===== src/rtl/imu_quaternion_mount_and_yaw_zero_defines.svh =====
// ----------------------------------------------------------------------------
// IMU mount and yaw-zero assertion macros
// Concurrent check macros used by the top level; empty when SYNTH is defined.
// ----------------------------------------------------------------------------
`ifndef IMU_QUATERNION_MOUNT_AND_YAW_ZERO_DEFINES_SVH
`define IMU_QUATERNION_MOUNT_AND_YAW_ZERO_DEFINES_SVH

`ifndef SYNTH
// same-cycle implication
`define IMUYZ_ASSERT_IMP(name, clk, rst, ante, cons) \
  name: assert property (@(posedge clk) disable iff (rst) (ante) |-> (cons)) \
    else $error("imuyz: same-cycle check failed");
// next-cycle implication
`define IMUYZ_ASSERT_NXT(name, clk, rst, ante, cons) \
  name: assert property (@(posedge clk) disable iff (rst) (ante) |=> (cons)) \
    else $error("imuyz: next-cycle check failed");
`else
`define IMUYZ_ASSERT_IMP(name, clk, rst, ante, cons)
`define IMUYZ_ASSERT_NXT(name, clk, rst, ante, cons)
`endif

`endif


===== src/rtl/imuyz_pkg.sv =====
// ----------------------------------------------------------------------------
// imuyz_pkg
// Types, constants and tables shared by the IMU mount and yaw-zero block.
// ----------------------------------------------------------------------------
package imuyz_pkg;

  localparam int QUAT_FRAC_BITS  = 14;
  localparam int ANGLE_FRAC_BITS = 12;
  localparam int CORDIC_STEPS    = 16;

  localparam int QW   = 24;  // working quaternion component
  localparam int CSW  = 18;  // cos / sin coefficient
  localparam int PW   = 48;  // product
  localparam int AW   = 50;  // accumulator
  localparam int TW   = 44;  // yaw vector terms
  localparam int CXW  = 34;  // CORDIC x / y
  localparam int CZW  = 36;  // CORDIC angle
  localparam int ANGW = 17;  // angle operand before scaling
  localparam int PADDR_W = 4;

  localparam int RND_CS     = 30 - QUAT_FRAC_BITS;
  localparam int HALF_SHIFT = 29 - ANGLE_FRAC_BITS;
  localparam int RND_ANG    = 30 - ANGLE_FRAC_BITS;

  localparam logic signed [CZW-1:0] PI_Q30      = 36'sd3373259426;
  localparam logic signed [CZW-1:0] HALF_PI_Q30 = 36'sd1686629713;
  localparam logic signed [CZW-1:0] TWO_PI_Q30  = 36'sd6746518852;
  localparam logic signed [CXW-1:0] GAIN_Q30    = 34'sd652032874;
  localparam longint SQRT_HALF_Q30 = 64'sd759250125;
  localparam logic signed [CSW-1:0] R45_C =
    CSW'((SQRT_HALF_Q30 + (64'sd1 <<< (RND_CS - 1))) >>> RND_CS);
  localparam logic signed [TW-1:0] T_LIM = TW'(64'sd1 <<< 30);
  localparam logic signed [QW-1:0] OUT_LIM = QW'(64'sd1 <<< QUAT_FRAC_BITS);

  // register map
  localparam logic [1:0] REG_ROLL  = 2'd0;
  localparam logic [1:0] REG_PITCH = 2'd1;
  localparam logic [1:0] REG_YAW   = 2'd2;

  // quaternion component indexes
  localparam logic [1:0] IDX_W = 2'd0;
  localparam logic [1:0] IDX_X = 2'd1;
  localparam logic [1:0] IDX_Y = 2'd2;
  localparam logic [1:0] IDX_Z = 2'd3;

  typedef enum logic [2:0] {
    ROT_R45    = 3'd0,
    ROT_MYAW   = 3'd1,
    ROT_MPITCH = 3'd2,
    ROT_MROLL  = 3'd3,
    ROT_SYAW   = 3'd4
  } rot_t;

  typedef enum logic [3:0] {
    ST_IDLE, ST_ROT_LOAD, ST_WRAP, ST_FOLD, ST_CORDIC, ST_CS_DONE, ST_QMUL,
    ST_YAW_MAC, ST_YAW_NORM, ST_YAW_PRE, ST_YAW_CORDIC, ST_YAW_LATCH, ST_OUT
  } state_t;

  typedef struct packed {
    logic       load_in;
    logic       cs_load;
    logic       cs_wrap;
    logic       cs_fold;
    logic       cor_step;
    logic       cor_vec;
    logic       cs_done;
    logic       mac_en;
    logic       mac_clr;
    logic       mac_yaw;
    logic [1:0] mac_comp;
    logic       mac_term;
    logic       q_wr;
    logic [1:0] q_wr_comp;
    logic       q_commit;
    logic       t0_wr;
    logic       t1_wr;
    logic       t_shift;
    logic       yaw_pre;
    logic       yaw_latch;
    logic       out_load;
    rot_t       rot;
    logic [4:0] step;
  } cmd_t;

  typedef struct packed {
    logic t_big;
    logic t_zero;
  } status_t;

  typedef struct packed {
    logic [1:0] idx;
    logic       neg;
  } term_t;

  // second term of a product with a single-axis rotation (c + s*axis)
  function automatic term_t partner(input rot_t rot, input logic [1:0] k);
    term_t t;
    t.idx = IDX_W;
    t.neg = 1'b0;
    unique case (rot)
      ROT_SYAW: begin  // left multiply about z
        case (k)
          IDX_W:   begin t.idx = IDX_Z; t.neg = 1'b1; end
          IDX_X:   begin t.idx = IDX_Y; t.neg = 1'b1; end
          IDX_Y:   begin t.idx = IDX_X; t.neg = 1'b0; end
          default: begin t.idx = IDX_W; t.neg = 1'b0; end
        endcase
      end
      ROT_MPITCH: begin
        case (k)
          IDX_W:   begin t.idx = IDX_Y; t.neg = 1'b1; end
          IDX_X:   begin t.idx = IDX_Z; t.neg = 1'b1; end
          IDX_Y:   begin t.idx = IDX_W; t.neg = 1'b0; end
          default: begin t.idx = IDX_X; t.neg = 1'b0; end
        endcase
      end
      ROT_MROLL: begin
        case (k)
          IDX_W:   begin t.idx = IDX_X; t.neg = 1'b1; end
          IDX_X:   begin t.idx = IDX_W; t.neg = 1'b0; end
          IDX_Y:   begin t.idx = IDX_Z; t.neg = 1'b0; end
          default: begin t.idx = IDX_Y; t.neg = 1'b1; end
        endcase
      end
      default: begin  // right multiply about z
        case (k)
          IDX_W:   begin t.idx = IDX_Z; t.neg = 1'b1; end
          IDX_X:   begin t.idx = IDX_Y; t.neg = 1'b0; end
          IDX_Y:   begin t.idx = IDX_X; t.neg = 1'b1; end
          default: begin t.idx = IDX_W; t.neg = 1'b0; end
        endcase
      end
    endcase
    return t;
  endfunction

  // elementary CORDIC angle atan(2^-i), Q.30
  function automatic logic signed [CZW-1:0] atan_step(input logic [4:0] i);
    logic signed [CZW-1:0] r;
    case (i)
      5'd0:    r = 36'sd843314856;
      5'd1:    r = 36'sd497837829;
      5'd2:    r = 36'sd263043836;
      5'd3:    r = 36'sd133525158;
      5'd4:    r = 36'sd67021686;
      5'd5:    r = 36'sd33543515;
      5'd6:    r = 36'sd16775850;
      5'd7:    r = 36'sd8388437;
      5'd8:    r = 36'sd4194282;
      5'd9:    r = 36'sd2097149;
      5'd31:   r = '0;
      default: r = 36'sd1 <<< (5'd30 - i);
    endcase
    return r;
  endfunction

endpackage


===== src/rtl/imu_quaternion_mount_and_yaw_zero.sv =====
// ----------------------------------------------------------------------------
// imu_quaternion_mount_and_yaw_zero
// IMU quaternion mounting correction with removal of the first sample's yaw.
// ----------------------------------------------------------------------------
// Input channel (in_valid/in_ready): one Q1.14 quaternion per transaction.
// Output channel (out_valid/out_ready): one corrected, saturated quaternion
// per input transaction, in order.
// APB port: mount_roll at 0x0, mount_pitch at 0x4, mount_yaw at 0x8 (Q3.12
// radians, 15 bits); write only while the block is idle.
// Each item passes through four sin/cos evaluations on one iterative CORDIC and
// five quaternion products on one shared multiplier (the fixed 45 degree term
// needs no sin/cos), then the output step. The first item after reset also
// captures the start yaw: the yaw-vector multiply-accumulate, normalization
// (repeated while the vector must be halved) and a 16-step vectoring pass with
// setup and latch; the vectoring pass is skipped when the yaw vector is zero.
// in_ready is high only between items, so a new item is taken only after the
// last one has left the sequencer.
// Reset: mounting angles clear to zero and the next item captures the yaw.
// Stall: a result waits in the output register while a new item is taken;
// the following result is held until the register frees.
// ----------------------------------------------------------------------------
`include "imu_quaternion_mount_and_yaw_zero_defines.svh"

module imu_quaternion_mount_and_yaw_zero (
  input  logic                               clk,
  input  logic                               rst,
  input  logic                               in_valid,
  output logic                               in_ready,
  input  logic signed [15:0]                 in_w,
  input  logic signed [15:0]                 in_x,
  input  logic signed [15:0]                 in_y,
  input  logic signed [15:0]                 in_z,
  output logic                               out_valid,
  input  logic                               out_ready,
  output logic signed [15:0]                 out_w,
  output logic signed [15:0]                 out_x,
  output logic signed [15:0]                 out_y,
  output logic signed [15:0]                 out_z,
  input  logic                               psel,
  input  logic                               penable,
  input  logic                               pwrite,
  input  logic [imuyz_pkg::PADDR_W-1:0]      paddr,
  input  logic [31:0]                        pwdata,
  output logic [31:0]                        prdata,
  output logic                               pready
);

  logic signed [14:0] mount_roll, mount_pitch, mount_yaw;
  logic               wr_en;
  imuyz_pkg::cmd_t    cmd;
  imuyz_pkg::status_t status;

  assign pready = 1'b1;
  assign wr_en  = psel && penable && pwrite && pready;

  always_ff @(posedge clk) begin
    if (rst) begin
      mount_roll  <= '0;
      mount_pitch <= '0;
      mount_yaw   <= '0;
    end else if (wr_en) begin
      unique case (paddr[3:2])
        imuyz_pkg::REG_ROLL:  mount_roll  <= pwdata[14:0];
        imuyz_pkg::REG_PITCH: mount_pitch <= pwdata[14:0];
        imuyz_pkg::REG_YAW:   mount_yaw   <= pwdata[14:0];
        default: ;
      endcase
    end
  end

  always_comb begin
    unique case (paddr[3:2])
      imuyz_pkg::REG_ROLL:  prdata = 32'(mount_roll);
      imuyz_pkg::REG_PITCH: prdata = 32'(mount_pitch);
      imuyz_pkg::REG_YAW:   prdata = 32'(mount_yaw);
      default:              prdata = '0;
    endcase
  end

  imuyz_ctrl u_ctrl (
    .clk       (clk),
    .rst       (rst),
    .in_valid  (in_valid),
    .in_ready  (in_ready),
    .out_valid (out_valid),
    .out_ready (out_ready),
    .status    (status),
    .cmd       (cmd)
  );

  imuyz_dpath u_dpath (
    .clk         (clk),
    .cmd         (cmd),
    .status      (status),
    .in_w        (in_w),
    .in_x        (in_x),
    .in_y        (in_y),
    .in_z        (in_z),
    .mount_roll  (mount_roll),
    .mount_pitch (mount_pitch),
    .mount_yaw   (mount_yaw),
    .out_w       (out_w),
    .out_x       (out_x),
    .out_y       (out_y),
    .out_z       (out_z)
  );

  // busy after a transaction is taken
  `IMUYZ_ASSERT_NXT(a_busy_after_accept, clk, rst, in_valid && in_ready, !in_ready)
  // a new result appears only as the sequencer returns to idle
  `IMUYZ_ASSERT_IMP(a_result_then_idle, clk, rst, $rose(out_valid), in_ready)
  // delivered w and z components stay inside the saturation range
  `IMUYZ_ASSERT_IMP(a_out_sat, clk, rst, out_valid, out_w <= 16'sd16384 && out_w >= -16'sd16384 && out_z <= 16'sd16384 && out_z >= -16'sd16384)

endmodule


===== src/rtl/imuyz_ctrl.sv =====
// ----------------------------------------------------------------------------
// imuyz_ctrl
// Sequencer: steps the datapath through the rotations, the one-time yaw
// capture and the output register handoff.
// ----------------------------------------------------------------------------
module imuyz_ctrl (
  input  logic                clk,
  input  logic                rst,
  input  logic                in_valid,
  output logic                in_ready,
  output logic                out_valid,
  input  logic                out_ready,
  input  imuyz_pkg::status_t  status,
  output imuyz_pkg::cmd_t     cmd
);

  imuyz_pkg::state_t state, state_next;
  imuyz_pkg::rot_t   rot, rot_next;
  logic [4:0]        cnt, cnt_next;
  logic              awaiting_first, awaiting_first_next;
  logic              out_valid_next;
  logic [4:0]        cnt_m1;
  logic              last_step;
  logic              out_free;

  assign last_step = (cnt == 5'(imuyz_pkg::CORDIC_STEPS - 1));
  assign out_free  = !out_valid || out_ready;
  assign cnt_m1    = cnt - 5'd1;
  assign in_ready  = (state == imuyz_pkg::ST_IDLE);

  always_ff @(posedge clk) begin
    if (rst) begin
      state          <= imuyz_pkg::ST_IDLE;
      rot            <= imuyz_pkg::ROT_R45;
      cnt            <= '0;
      awaiting_first <= 1'b1;
      out_valid      <= 1'b0;
    end else begin
      state          <= state_next;
      rot            <= rot_next;
      cnt            <= cnt_next;
      awaiting_first <= awaiting_first_next;
      out_valid      <= out_valid_next;
    end
  end

  // next state
  always_comb begin
    state_next          = state;
    rot_next            = rot;
    cnt_next            = cnt;
    awaiting_first_next = awaiting_first;
    out_valid_next      = out_valid;
    if (out_valid && out_ready) out_valid_next = 1'b0;
    unique case (state)
      imuyz_pkg::ST_IDLE: begin
        if (in_valid) begin
          state_next = imuyz_pkg::ST_ROT_LOAD;
          rot_next   = imuyz_pkg::ROT_R45;
        end
      end
      imuyz_pkg::ST_ROT_LOAD: begin
        cnt_next   = '0;
        state_next = (rot == imuyz_pkg::ROT_R45) ? imuyz_pkg::ST_QMUL : imuyz_pkg::ST_WRAP;
      end
      imuyz_pkg::ST_WRAP: state_next = imuyz_pkg::ST_FOLD;
      imuyz_pkg::ST_FOLD: begin
        cnt_next   = '0;
        state_next = imuyz_pkg::ST_CORDIC;
      end
      imuyz_pkg::ST_CORDIC: begin
        cnt_next = cnt + 5'd1;
        if (last_step) state_next = imuyz_pkg::ST_CS_DONE;
      end
      imuyz_pkg::ST_CS_DONE: begin
        cnt_next   = '0;
        state_next = imuyz_pkg::ST_QMUL;
      end
      imuyz_pkg::ST_QMUL: begin
        cnt_next = cnt + 5'd1;
        if (cnt == 5'd9) begin
          cnt_next = '0;
          unique case (rot)
            imuyz_pkg::ROT_MROLL: begin
              if (awaiting_first) begin
                state_next = imuyz_pkg::ST_YAW_MAC;
              end else begin
                state_next = imuyz_pkg::ST_ROT_LOAD;
                rot_next   = imuyz_pkg::ROT_SYAW;
              end
            end
            imuyz_pkg::ROT_SYAW: state_next = imuyz_pkg::ST_OUT;
            imuyz_pkg::ROT_R45: begin
              state_next = imuyz_pkg::ST_ROT_LOAD;
              rot_next   = imuyz_pkg::ROT_MYAW;
            end
            imuyz_pkg::ROT_MYAW: begin
              state_next = imuyz_pkg::ST_ROT_LOAD;
              rot_next   = imuyz_pkg::ROT_MPITCH;
            end
            default: begin
              state_next = imuyz_pkg::ST_ROT_LOAD;
              rot_next   = imuyz_pkg::ROT_MROLL;
            end
          endcase
        end
      end
      imuyz_pkg::ST_YAW_MAC: begin
        cnt_next = cnt + 5'd1;
        if (cnt == 5'd4) state_next = imuyz_pkg::ST_YAW_NORM;
      end
      imuyz_pkg::ST_YAW_NORM: begin
        cnt_next = '0;
        if (status.t_zero) state_next = imuyz_pkg::ST_YAW_LATCH;
        else if (!status.t_big) state_next = imuyz_pkg::ST_YAW_PRE;
      end
      imuyz_pkg::ST_YAW_PRE: begin
        cnt_next   = '0;
        state_next = imuyz_pkg::ST_YAW_CORDIC;
      end
      imuyz_pkg::ST_YAW_CORDIC: begin
        cnt_next = cnt + 5'd1;
        if (last_step) state_next = imuyz_pkg::ST_YAW_LATCH;
      end
      imuyz_pkg::ST_YAW_LATCH: begin
        awaiting_first_next = 1'b0;
        rot_next            = imuyz_pkg::ROT_SYAW;
        state_next          = imuyz_pkg::ST_ROT_LOAD;
      end
      imuyz_pkg::ST_OUT: begin
        // hold the result until the output register is free
        if (out_free) begin
          out_valid_next = 1'b1;
          state_next     = imuyz_pkg::ST_IDLE;
        end
      end
      default: state_next = imuyz_pkg::ST_IDLE;
    endcase
  end

  // datapath commands
  always_comb begin
    cmd      = '0;
    cmd.rot  = rot;
    cmd.step = cnt;
    unique case (state)
      imuyz_pkg::ST_IDLE:     cmd.load_in = in_valid;
      imuyz_pkg::ST_ROT_LOAD: cmd.cs_load = 1'b1;
      imuyz_pkg::ST_WRAP:     cmd.cs_wrap = 1'b1;
      imuyz_pkg::ST_FOLD:     cmd.cs_fold = 1'b1;
      imuyz_pkg::ST_CORDIC:   cmd.cor_step = 1'b1;
      imuyz_pkg::ST_CS_DONE:  cmd.cs_done = 1'b1;
      imuyz_pkg::ST_QMUL: begin
        cmd.mac_en    = (cnt < 5'd8);
        cmd.mac_clr   = !cnt[0];
        cmd.mac_comp  = cnt[2:1];
        cmd.mac_term  = cnt[0];
        // write back a component once both of its terms are summed
        cmd.q_wr      = (cnt != 5'd0) && !cnt[0] && (cnt <= 5'd8);
        cmd.q_wr_comp = cnt_m1[2:1];
        cmd.q_commit  = (cnt == 5'd9);
      end
      imuyz_pkg::ST_YAW_MAC: begin
        cmd.mac_en   = (cnt < 5'd4);
        cmd.mac_yaw  = 1'b1;
        cmd.mac_clr  = !cnt[0];
        cmd.mac_comp = cnt[1:0];
        cmd.t0_wr    = (cnt == 5'd2);
        cmd.t1_wr    = (cnt == 5'd4);
      end
      imuyz_pkg::ST_YAW_NORM: cmd.t_shift = status.t_big && !status.t_zero;
      imuyz_pkg::ST_YAW_PRE:  cmd.yaw_pre = 1'b1;
      imuyz_pkg::ST_YAW_CORDIC: begin
        cmd.cor_step = 1'b1;
        cmd.cor_vec  = 1'b1;
      end
      imuyz_pkg::ST_YAW_LATCH: cmd.yaw_latch = 1'b1;
      imuyz_pkg::ST_OUT:       cmd.out_load = out_free;
      default: ;
    endcase
  end

endmodule


===== src/rtl/imuyz_dpath.sv =====
// ----------------------------------------------------------------------------
// imuyz_dpath
// Shared multiply-accumulate, iterative CORDIC (rotation and vectoring),
// quaternion registers, yaw capture and saturating output register.
// ----------------------------------------------------------------------------
module imuyz_dpath (
  input  logic                clk,
  input  imuyz_pkg::cmd_t     cmd,
  output imuyz_pkg::status_t  status,
  input  logic signed [15:0]  in_w,
  input  logic signed [15:0]  in_x,
  input  logic signed [15:0]  in_y,
  input  logic signed [15:0]  in_z,
  input  logic signed [14:0]  mount_roll,
  input  logic signed [14:0]  mount_pitch,
  input  logic signed [14:0]  mount_yaw,
  output logic signed [15:0]  out_w,
  output logic signed [15:0]  out_x,
  output logic signed [15:0]  out_y,
  output logic signed [15:0]  out_z
);

  localparam int QW  = imuyz_pkg::QW;
  localparam int CSW = imuyz_pkg::CSW;
  localparam int PW  = imuyz_pkg::PW;
  localparam int AW  = imuyz_pkg::AW;
  localparam int TW  = imuyz_pkg::TW;
  localparam int CXW = imuyz_pkg::CXW;
  localparam int CZW = imuyz_pkg::CZW;

  logic signed [QW-1:0]  q  [4];
  logic signed [QW-1:0]  qn [4];
  logic signed [CSW-1:0] c_r, s_r;
  logic signed [AW-1:0]  acc;
  logic signed [TW-1:0]  tx, ty;
  logic signed [CXW-1:0] cx, cy;
  logic signed [CZW-1:0] cz;
  logic                  neg_r;
  logic signed [15:0]    start_yaw;

  // multiplier operands
  imuyz_pkg::term_t      pt;
  logic signed [QW-1:0]  ma, mb;
  logic signed [PW-1:0]  prod;
  logic signed [AW-1:0]  addend, acc_base;
  logic signed [AW-1:0]  acc_rnd;
  logic                  mneg;

  always_comb begin
    pt   = imuyz_pkg::partner(cmd.rot, cmd.mac_comp);
    ma   = '0;
    mb   = '0;
    mneg = 1'b0;
    if (cmd.mac_yaw) begin
      // y*y, z*z, then x*y, w*z
      case (cmd.mac_comp)
        2'd0:    begin ma = q[imuyz_pkg::IDX_Y]; mb = q[imuyz_pkg::IDX_Y]; end
        2'd1:    begin ma = q[imuyz_pkg::IDX_Z]; mb = q[imuyz_pkg::IDX_Z]; end
        2'd2:    begin ma = q[imuyz_pkg::IDX_X]; mb = q[imuyz_pkg::IDX_Y]; end
        default: begin ma = q[imuyz_pkg::IDX_W]; mb = q[imuyz_pkg::IDX_Z]; end
      endcase
    end else if (cmd.mac_term) begin
      ma   = QW'(s_r);
      mb   = q[pt.idx];
      mneg = pt.neg;
    end else begin
      ma = QW'(c_r);
      mb = q[cmd.mac_comp];
    end
  end

  assign prod     = ma * mb;
  assign addend   = mneg ? -AW'(prod) : AW'(prod);
  assign acc_base = cmd.mac_clr ? '0 : acc;
  assign acc_rnd  = (acc + (AW'(1) <<< (imuyz_pkg::QUAT_FRAC_BITS - 1)))
                    >>> imuyz_pkg::QUAT_FRAC_BITS;

  // CORDIC step
  logic signed [CXW-1:0] dx, dy;
  logic signed [CZW-1:0] at;
  logic                  up;
  assign dx = cy >>> cmd.step;
  assign dy = cx >>> cmd.step;
  assign at = imuyz_pkg::atan_step(cmd.step);
  assign up = cmd.cor_vec ? (cy < 0) : (cz >= 0);

  // angle source for sin / cos
  logic signed [imuyz_pkg::ANGW-1:0] ang;
  always_comb begin
    case (cmd.rot)
      imuyz_pkg::ROT_MYAW:   ang = imuyz_pkg::ANGW'(mount_yaw);
      imuyz_pkg::ROT_MPITCH: ang = imuyz_pkg::ANGW'(mount_pitch);
      imuyz_pkg::ROT_MROLL:  ang = imuyz_pkg::ANGW'(mount_roll);
      imuyz_pkg::ROT_SYAW:   ang = -imuyz_pkg::ANGW'(start_yaw);
      default:               ang = '0;
    endcase
  end

  logic signed [CXW-1:0] xs, ys, xr, yr;
  assign xs = neg_r ? -cx : cx;
  assign ys = neg_r ? -cy : cy;
  assign xr = (xs + (CXW'(1) <<< (imuyz_pkg::RND_CS - 1))) >>> imuyz_pkg::RND_CS;
  assign yr = (ys + (CXW'(1) <<< (imuyz_pkg::RND_CS - 1))) >>> imuyz_pkg::RND_CS;

  logic signed [CZW-1:0] yaw_rnd;
  assign yaw_rnd = (cz + (CZW'(1) <<< (imuyz_pkg::RND_ANG - 1))) >>> imuyz_pkg::RND_ANG;

  assign status.t_big  = (tx >= imuyz_pkg::T_LIM) || (tx <= -imuyz_pkg::T_LIM) ||
                         (ty >= imuyz_pkg::T_LIM) || (ty <= -imuyz_pkg::T_LIM);
  assign status.t_zero = (tx == '0) && (ty == '0);

  function automatic logic signed [15:0] sat_out(input logic signed [QW-1:0] v);
    logic signed [QW-1:0] r;
    r = v;
    if (v > imuyz_pkg::OUT_LIM) r = imuyz_pkg::OUT_LIM;
    if (v < -imuyz_pkg::OUT_LIM) r = -imuyz_pkg::OUT_LIM;
    return r[15:0];
  endfunction

  always_ff @(posedge clk) begin
    if (cmd.load_in) begin
      q[imuyz_pkg::IDX_W] <= QW'(in_w);
      q[imuyz_pkg::IDX_X] <= QW'(in_x);
      q[imuyz_pkg::IDX_Y] <= QW'(in_y);
      q[imuyz_pkg::IDX_Z] <= QW'(in_z);
    end else if (cmd.q_commit) begin
      q <= qn;
    end

    if (cmd.mac_en) acc <= acc_base + addend;
    if (cmd.q_wr) qn[cmd.q_wr_comp] <= acc_rnd[QW-1:0];
    if (cmd.t0_wr) begin
      tx <= TW'((AW'(1) <<< (2 * imuyz_pkg::QUAT_FRAC_BITS)) - (acc <<< 1));
    end
    if (cmd.t1_wr) ty <= TW'(acc <<< 1);
    if (cmd.t_shift) begin
      tx <= tx >>> 1;
      ty <= ty >>> 1;
    end

    if (cmd.cs_load) begin
      if (cmd.rot == imuyz_pkg::ROT_R45) begin
        c_r <= imuyz_pkg::R45_C;
        s_r <= -imuyz_pkg::R45_C;
      end
      cx    <= imuyz_pkg::GAIN_Q30;
      cy    <= '0;
      cz    <= CZW'(ang) <<< imuyz_pkg::HALF_SHIFT;
      neg_r <= 1'b0;
    end
    if (cmd.cs_wrap) begin
      if (cz > imuyz_pkg::PI_Q30) cz <= cz - imuyz_pkg::TWO_PI_Q30;
      else if (cz < -imuyz_pkg::PI_Q30) cz <= cz + imuyz_pkg::TWO_PI_Q30;
    end
    if (cmd.cs_fold) begin
      if (cz > imuyz_pkg::HALF_PI_Q30) begin
        cz    <= cz - imuyz_pkg::PI_Q30;
        neg_r <= 1'b1;
      end else if (cz < -imuyz_pkg::HALF_PI_Q30) begin
        cz    <= cz + imuyz_pkg::PI_Q30;
        neg_r <= 1'b1;
      end
    end
    if (cmd.yaw_pre) begin
      // pre-rotate by pi when the vector points into the left half plane
      if (tx < 0) begin
        cx <= CXW'(-tx);
        cy <= CXW'(-ty);
        cz <= (ty >= 0) ? imuyz_pkg::PI_Q30 : -imuyz_pkg::PI_Q30;
      end else begin
        cx <= CXW'(tx);
        cy <= CXW'(ty);
        cz <= '0;
      end
    end
    if (cmd.cor_step) begin
      if (up) begin
        cx <= cx - dx;
        cy <= cy + dy;
        cz <= cz - at;
      end else begin
        cx <= cx + dx;
        cy <= cy - dy;
        cz <= cz + at;
      end
    end
    if (cmd.cs_done) begin
      c_r <= xr[CSW-1:0];
      s_r <= yr[CSW-1:0];
    end
    if (cmd.yaw_latch) begin
      if (status.t_zero) start_yaw <= '0;
      else if (yaw_rnd > CZW'(32767)) start_yaw <= 16'sh7fff;
      else if (yaw_rnd < -CZW'(32768)) start_yaw <= 16'sh8000;
      else start_yaw <= yaw_rnd[15:0];
    end
    if (cmd.out_load) begin
      out_w <= sat_out(q[imuyz_pkg::IDX_W]);
      out_x <= sat_out(q[imuyz_pkg::IDX_X]);
      out_y <= sat_out(q[imuyz_pkg::IDX_Y]);
      out_z <= sat_out(q[imuyz_pkg::IDX_Z]);
    end
  end

endmodule


===== config.mk =====
export PLATFORM = sky130hd
export DESIGN_NAME = imu_quaternion_mount_and_yaw_zero
export DESIGN_NICKNAME = d
export VERILOG_FILES = /design/src/rtl/imuyz_pkg.sv /design/src/rtl/imu_quaternion_mount_and_yaw_zero.sv /design/src/rtl/imuyz_ctrl.sv /design/src/rtl/imuyz_dpath.sv
export VERILOG_INCLUDE_DIRS = /design/src /design/src/rtl
export SDC_FILE = /design/constraint.sdc
export NUM_CORES = 2
export LEC_CHECK = 0
export BUFFER_PORTS_ARGS = -buffer_cell sky130_fd_sc_hd__buf_2
export CORE_MARGIN = 3
export CORE_UTILIZATION = 30
export DETAILED_ROUTE_END_ITERATION = 10
export HOLD_SLACK_MARGIN = 0.08
export PLACE_DENSITY = 0.41
export SYNTH_ARGS = -nofsm -noshare
export SYNTH_HDL_FRONTEND = slang
export SYNTH_SLANG_ARGS = --single-unit

===== constraint.sdc =====
create_clock -name clk -period 36.6 [get_ports clk]
set_input_delay 5.49 -clock clk [delete_from_list [all_inputs] [get_ports clk]]
set_output_delay 5.49 -clock clk [all_outputs]
set_load 0.03 [all_outputs]

; ---- After elaboration in Yosys (flattened, before gate mapping)
; Index checks and enable logic that the tools add are counted.
[word_totals]
reg_bits = 610
latchBits = 0
ram_bits = 0
rom_bits = 0
in_bits = 107
out_inout_bits = 99
wordCells = 299
memories = 0
[op_classes]
addsub = 25
multipliers = 1
n_div = 0
magnitude_cmp = 29
eq_ne = 40
shifts = 3
n_mux = 112
bitwise = 4
reduce_logical = 48
[ops]
columns = cell, n
row1 = $mux 36, 12
row2 = $mux 34, 12
row3 = $pmux 36 s11, 1
row4 = $mux 24, 10
row5 = $mux 96, 2
row6 = $mux 43, 4
row7 = $neg 34->34, 4
row8 = $mux 18, 6
row9 = $mux 50, 2
row10 = $bmux 24 s2, 2
row11 = $bwmux 96, 1
row12 = $gt 24x16->1 const B, 4
row13 = $lt 24x15->1 const B, 4
row14 = $pmux 32 s3, 1
row15 = $ge 44x32->1 const B, 2
row16 = $le 44x31->1 const B, 2
row17 = $logic_not 44->1, 2
row18 = $mux 16, 5
row19 = $pmux 24 s3, 1
row20 = $add 34x17->34 const B, 2
row21 = $add 34x34->34, 2
row22 = $pmux 17 s4, 1
row23 = $sshr 34x5->34, 2
row24 = $sub 34x34->34, 2
row25 = 80 further kinds, 176

; ---- Logic depth before layout (Yosys ltp)
[logic_depth]
depth_word = 15
mapped_depth = 58

; ---- Cells and area by module
; A second synthesis with hierarchy kept.
[hier_totals]
cells_unflattened = 7923
hier_area_um2 = 70901.8
[by_module_without_submodules]
columns = mod, instances, cells_each, area_per_inst_um2
row1 = imuyz_dpath, 1, 7523, 67313.3
row2 = imu_quaternion_mount_and_yaw_zero, 1, 237, 2298.5
row3 = imuyz_ctrl, 1, 163, 1290.0

; ---- Worst setup path after synthesis
; No wires, ideal clock.
[synth_path]
kind = in2out
from = input port paddr[2] (netlist bit)
to = output port prdata[15]
arrival_ns = 8.400
t_required_ns = 31.110
path_slack_ns = 22.710
path_stages = 5
path_cell_list = clkbuf_1 -> clkbuf_1 -> mux2i_1 -> o21ai_0 -> buf_4
[synth_via]
elab_chain_cells = 2
[synth_lines]
columns = element, line
row1 = start: declaration, imu_quaternion_mount_and_yaw_zero.sv:42  ; input logic [imuyz_pkg::PADDR_W-1:0] paddr,
row2 = $eq 2x2->1 (tied with other cells), imu_quaternion_mount_and_yaw_zero.sv:72  ; unique case (paddr[3:2])
row3 = $pmux 32 s3 *, imu_quaternion_mount_and_yaw_zero.sv:72
row4 = end: declaration, imu_quaternion_mount_and_yaw_zero.sv:44  ; output logic [31:0] prdata,
; Every way passes the cells marked *; elsewhere a longest branch is shown, timed or not.

; ---- Worst setup path in the final report
[layout_path]
from = register u_ctrl.state[1]
to = register u_dpath.acc[42] (data pin)
[layout_via]
elab_chain_cells = 15
[layout_lines]
columns = element, line
row1 = start: declaration, imuyz_ctrl.sv:17  ; imuyz_pkg::state_t state, state_next;
row2 = start signal: assignment, imuyz_ctrl.sv:33  ; state <= imuyz_pkg::ST_IDLE;
row3 = start signal: assignment, imuyz_ctrl.sv:39  ; state <= state_next;
row4 = $eq 4x3->1, imuyz_ctrl.sv:146  ; unique case (state)
row5 = $pmux 2 s2, imuyz_ctrl.sv:146
row6 = $eq 2x2->1 (tied with other cells), n/a
row7 = "$pmux 3 s3, on equally long branches", n/a
row8 = $pmux 3 s3, imuyz_pkg.sv:100  ; unique case (rot)
row9 = $not 2->3 (not written as such), imuyz_dpath.sv:64  ; mb = q[pt.idx];
row10 = $bmux 24 s2, imuyz_dpath.sv:64
row11 = $mux 24 (not written as such) (2 in series), imuyz_dpath.sv:64
row12 = $mux 24, imuyz_dpath.sv:62  ; end else if (cmd.mac_term) begin
row13 = $mux 24, imuyz_dpath.sv:54  ; if (cmd.mac_yaw) begin
row14 = $mul 24x24->48, imuyz_dpath.sv:72  ; assign prod = ma * mb;
row15 = $neg 48->50, imuyz_dpath.sv:73  ; assign addend = mneg ? -AW'(prod) : AW'(prod);
row16 = $mux 50, imuyz_dpath.sv:73
row17 = $add 50x50->50 *, imuyz_dpath.sv:130  ; if (cmd.mac_en) acc <= acc_base + addend;
row18 = end signal: assignment, imuyz_dpath.sv:130
row19 = end: declaration, imuyz_dpath.sv:34  ; logic signed [AW-1:0] acc;
; Every way passes the cells marked *; elsewhere a longest branch is shown, timed or not. The select of a mux whose other input is x is not followed.
; A chain may end at the register's enable or synchronous reset.

==> out/summary.log <==
[floorplanning] Die Span X 488.1 um
[clock_network] number of buffers inserted for hold repair after clock tree synthesis 0
[floorplanning] Core Rows 176
[worst_setup_path] largest incremental delay on the critical path 0.93 ns
[logic_synthesis] top-area cell type share of the netlist area 21.88%
[floorplanning] Core Footprint 230600 um^2
[logic_synthesis] distinct cell type count after synthesis 101
[sta] number of slew-limit violations in the final report 0
[logic_synthesis] proportion of register bits with asynchronous set or reset after synthesis 0%
[worst_setup_path] type of element launching the critical path flip-flop
[worst_setup_path] cell repeated most along the worst path sky130_fd_sc_hd__fa_1
[logic_synthesis] sequential element share of the synthesized area 24.61%
[placement] count of buffers from port buffering 185
[sta] fmax 64.47 MHz
[routing] Iter 0 DRT Violations 5447
[routing] final wirelength 274800 um
[clock_network] number of buffers created by CTS 81
[sta] setup repair after global routing missed its margin no
[layout] area overhead of the layout relative to synthesis 10.21%
[routing] Routed met2 length 120100 um
[sta] clock skew 0.05180 ns
[sta] setup-violating endpoint count in the final report 0
[placement] # placed instances 10760
[clock_network] clk buf depth 3
[run] # Max-Cap Violations 0
[global_routing] gr ovfl total 0
[routing] Residual DRC 0
[routing] detailed-routing iteration count for the pre-antenna-repair pass 7
[clock_network] root buf cell sky130_fd_sc_hd__clkbuf_16
[clock_network] clock tree from TritonCTS built
[global_routing] number of antenna violations at the first check in global routing 16
[placement] final estimated routing congestion in global placement 0.9001
[global_routing] global-route wire length before repair 405300 um
[sta] share of the clock period used by the worst path 42.38%
[layout] fin nets 8786
[global_routing] combined global-route utilization of all metal layers 22.66%
[routing] Final ANT Viol Nets 0
[worst_setup_path] Data arrival, critical path 15.93 ns
[worst_setup_path] number of buffers and inverters on the critical path 7
[routing] top sig layer met5
[clock_network] clock transition time at the flip-flop clock pins of the worst setup and hold paths 0.06 ns
[worst_setup_path] WS Path Type flip-flop to flip-flop
[clock_network] number of sinks on the clock net 603
[sta] worst relative slew slack 10.70%
[global_routing] maximum number of pins on one net before global-route repair 89
[logic_synthesis] net count of the mapped netlist 8864
[clock_network] CTS H-Tree Depth 3
[global_routing] vias in the first global route 58620
[worst_setup_path] Worst Path Max Fanout 33
[logic_synthesis] number of cells produced by synthesis 7894
[layout] fraction of layout cells with a size suffix above 1 10.71%
[layout] count of placed standard cells in the final layout, fillers left out 10920
[floorplanning] Initial Util 30.24%
[logic_synthesis] post-synthesis area per instance 8.833 um^2
[sta] transition at the pin with the smallest max-transition slack 1.335 ns
[routing] average via count per standard cell 5.486
[clock_network] cts repair resizes 0
[floorplanning] height of the chip 488.1 um
[routing] Vias 59880
[logic_synthesis] Synth area leaders sky130_fd_sc_hd__edfxtp_1 22%, sky130_fd_sc_hd__fa_1 16%, sky130_fd_sc_hd__ha_1 5.5%
[sta] setup_tns 0 ns
[worst_hold_path] class of the tightest hold or removal check flip-flop to flip-flop
[worst_setup_path] data required time of the worst path 37.02 ns
[routing] routed wire length per instance 25.18 um
[logic_synthesis] biggest area consumer among synthesized cells sky130_fd_sc_hd__edfxtp_1
[sta] final critical path time including I/O delays and setup 15.51 ns
[routing] metal3 WL 19450 um
[logic_synthesis] count of flip-flops with a built-in enable after synthesis 508
[sta] hold violation count in the final report 0
[floorplanning] total die area 238200 um^2
[worst_setup_path] slowest library cell on the worst path sky130_fd_sc_hd__o22a_1
[logic_synthesis] post-synthesis sequential element count 603
[worst_setup_path] endpoint class of the critical path flip-flop
[routing] routed metal-1 wirelength 128200 um
[status] run status finished, final reports clean
[worst_setup_path] top cell family by delay on the critical path adder cells
[logic_synthesis] post-synth design cell area 69730 um^2
[placement] post-detail-place hpwl 209300 um
[logic_synthesis] Synth Flop Type sky130_fd_sc_hd__edfxtp_1
[logic_synthesis] yosys synthesis warning count 0
[layout] number of fillers in the final layout 23900
[clock_network] number of buffers inserted by post-CTS setup repair 0
[floorplanning] top-level I/O count 206
[clock_network] clock insertion delay at the later pin of the skew report 0.72 ns
==> synth_stat cells, types with 73 or more instances <==
library cell	count
sky130_fd_sc_hd__o22ai_1	107
sky130_fd_sc_hd__inv_1	734
sky130_fd_sc_hd__dfxtp_1	95
sky130_fd_sc_hd__mux2_2	143
sky130_fd_sc_hd__nand2b_1	73
sky130_fd_sc_hd__nor2b_1	125
sky130_fd_sc_hd__nor2_1	712
sky130_fd_sc_hd__nor3_1	129
sky130_fd_sc_hd__o21ai_0	420
sky130_fd_sc_hd__nand2_1	918
sky130_fd_sc_hd__mux4_2	104
sky130_fd_sc_hd__clkbuf_1	393
sky130_fd_sc_hd__a21o_1	150
sky130_fd_sc_hd__ha_1	305
sky130_fd_sc_hd__xnor2_1	298
sky130_fd_sc_hd__a21oi_1	445
sky130_fd_sc_hd__fa_1	558
sky130_fd_sc_hd__nand3_1	122
sky130_fd_sc_hd__mux2i_1	120
sky130_fd_sc_hd__xor2_1	234
sky130_fd_sc_hd__edfxtp_1	508
==> final timing paths <==
kind	startpoint	slack [ns]	cells past startpoint	endpoint
worst min-delay path	mount_roll[0]$_SDFFE_PP0P_	0.47	2	mount_roll[0]$_SDFFE_PP0P_
worst max register to register	u_ctrl.state[1]$_SDFFE_PP0P_	21.09	47	u_dpath.acc[42]$_DFFE_PP_
worst max-delay path	u_ctrl.state[1]$_SDFFE_PP0P_	21.09	47	u_dpath.acc[42]$_DFFE_PP_
worst min register to register	mount_roll[0]$_SDFFE_PP0P_	0.47	2	mount_roll[0]$_SDFFE_PP0P_
==> layer usage <==
| layer | track usage (%) | vias up |
|---|---|---|
| met4 | 5.838 | 2 |
| met3 | 3.926 | 301 |
| met5 | 0 | - |
| li1 | - | 27420 |
| met1 | 32.82 | 30130 |
| met2 | 34.75 | 2033 |
==> worst register-to-register path, delay by kind of cell, from the launching register on <==
family / cells / cell delay (ns)
AOI/OAI and AO/OA: 14 / 4.23
buffers and inverters: 7 / 1.55
and+or+nand+nor: 10 / 2.34
adders and majority gates: 10 / 4.61
xor gates and xnor gates: 3 / 0.53
muxes: 3 / 1.13
DFF: 1 / 0.84
==> final cells by class <==
class | instances | area, um^2 | share of cell area, %
multi-input combinational | 6053 | 48250 | 62.79
sequential | 603 | 17170 | 22.34
tap | 3026 | 3786 | 4.927
inverter | 737 | 2766 | 3.600
clock buffer | 107 | 2312 | 3.009
timing repair buffer | 340 | 2090 | 2.719
clock inverter | 44 | 456.7 | 0.5943
antenna | 5 | 12.51 | 0.01628
==> cell families after synthesis <==
| kind of cell | synth area share (%) |
|---|---|
| xor+xnor | 6.715 |
| fa+ha+maj | 21.49 |
| other cells | 0.005378 |
| simple gates | 16.46 |
| mux | 7.391 |
| buf+inv | 6.821 |
| flops | 24.61 |
| compound gates | 16.51 |
==> sequential cells by signal, indices dropped and copies added, names as in the netlist, 16 cells and up <==
register,cells
u_dpath.q,96
u_dpath.qn,96
u_dpath.tx,44
u_dpath.ty,44
u_dpath.acc,43
u_dpath.cz,36
u_dpath.cx,34
u_dpath.cy,34
u_dpath.c_r,18
u_dpath.s_r,18
u_dpath.out_w,16
u_dpath.out_x,16
u_dpath.out_y,16
u_dpath.out_z,16
u_dpath.start_yaw,16
==> metrics by stage <==
stage | cell area [um^2] | hold WS (ns) | worst slack [ns] | util (%)
detailed placement | 74060 | 0.4628 | 21.13 | 32.12
floorplan | 69730 | 0.4452 | 22.71 | -
global placement | 74060 | 0.4534 | 21.21 | 32.12
CTS | 76830 | 0.4700 | 21.02 | 33.32
finish | 76840 | 0.4694 | 21.09 | 33.33
global route | 76840 | 0.4912 | 20.19 | 33.33
==> cell usage in the layout (no fill, tap or decap), types with 60 or more instances in the layout <==
master                      count
sky130_fd_sc_hd__a21o_1       150
sky130_fd_sc_hd__a21oi_1      440
sky130_fd_sc_hd__a22oi_1       60
sky130_fd_sc_hd__a31oi_1       71
sky130_fd_sc_hd__and2_1        64
sky130_fd_sc_hd__buf_2        185
sky130_fd_sc_hd__buf_4        155
sky130_fd_sc_hd__clkbuf_16     87
sky130_fd_sc_hd__dfxtp_1       90
sky130_fd_sc_hd__edfxtp_1     508
sky130_fd_sc_hd__fa_1         558
sky130_fd_sc_hd__ha_1         305
sky130_fd_sc_hd__inv_1        733
sky130_fd_sc_hd__mux2_2       143
sky130_fd_sc_hd__mux2i_1      118
sky130_fd_sc_hd__mux4_2       104
sky130_fd_sc_hd__nand2_1      916
sky130_fd_sc_hd__nand2b_1      72
sky130_fd_sc_hd__nand3_1      120
sky130_fd_sc_hd__nand4_1       68
sky130_fd_sc_hd__nor2_1       698
sky130_fd_sc_hd__nor2b_1      124
sky130_fd_sc_hd__nor3_1       126
sky130_fd_sc_hd__nor4_1        69
sky130_fd_sc_hd__o21ai_0      418
sky130_fd_sc_hd__o22ai_1       95
sky130_fd_sc_hd__xnor2_1      294
sky130_fd_sc_hd__xor2_1       231
Power is left out: the tool's default activity adds up to more than one toggle a clock period on the data nets, which glitch-free logic cannot reach.
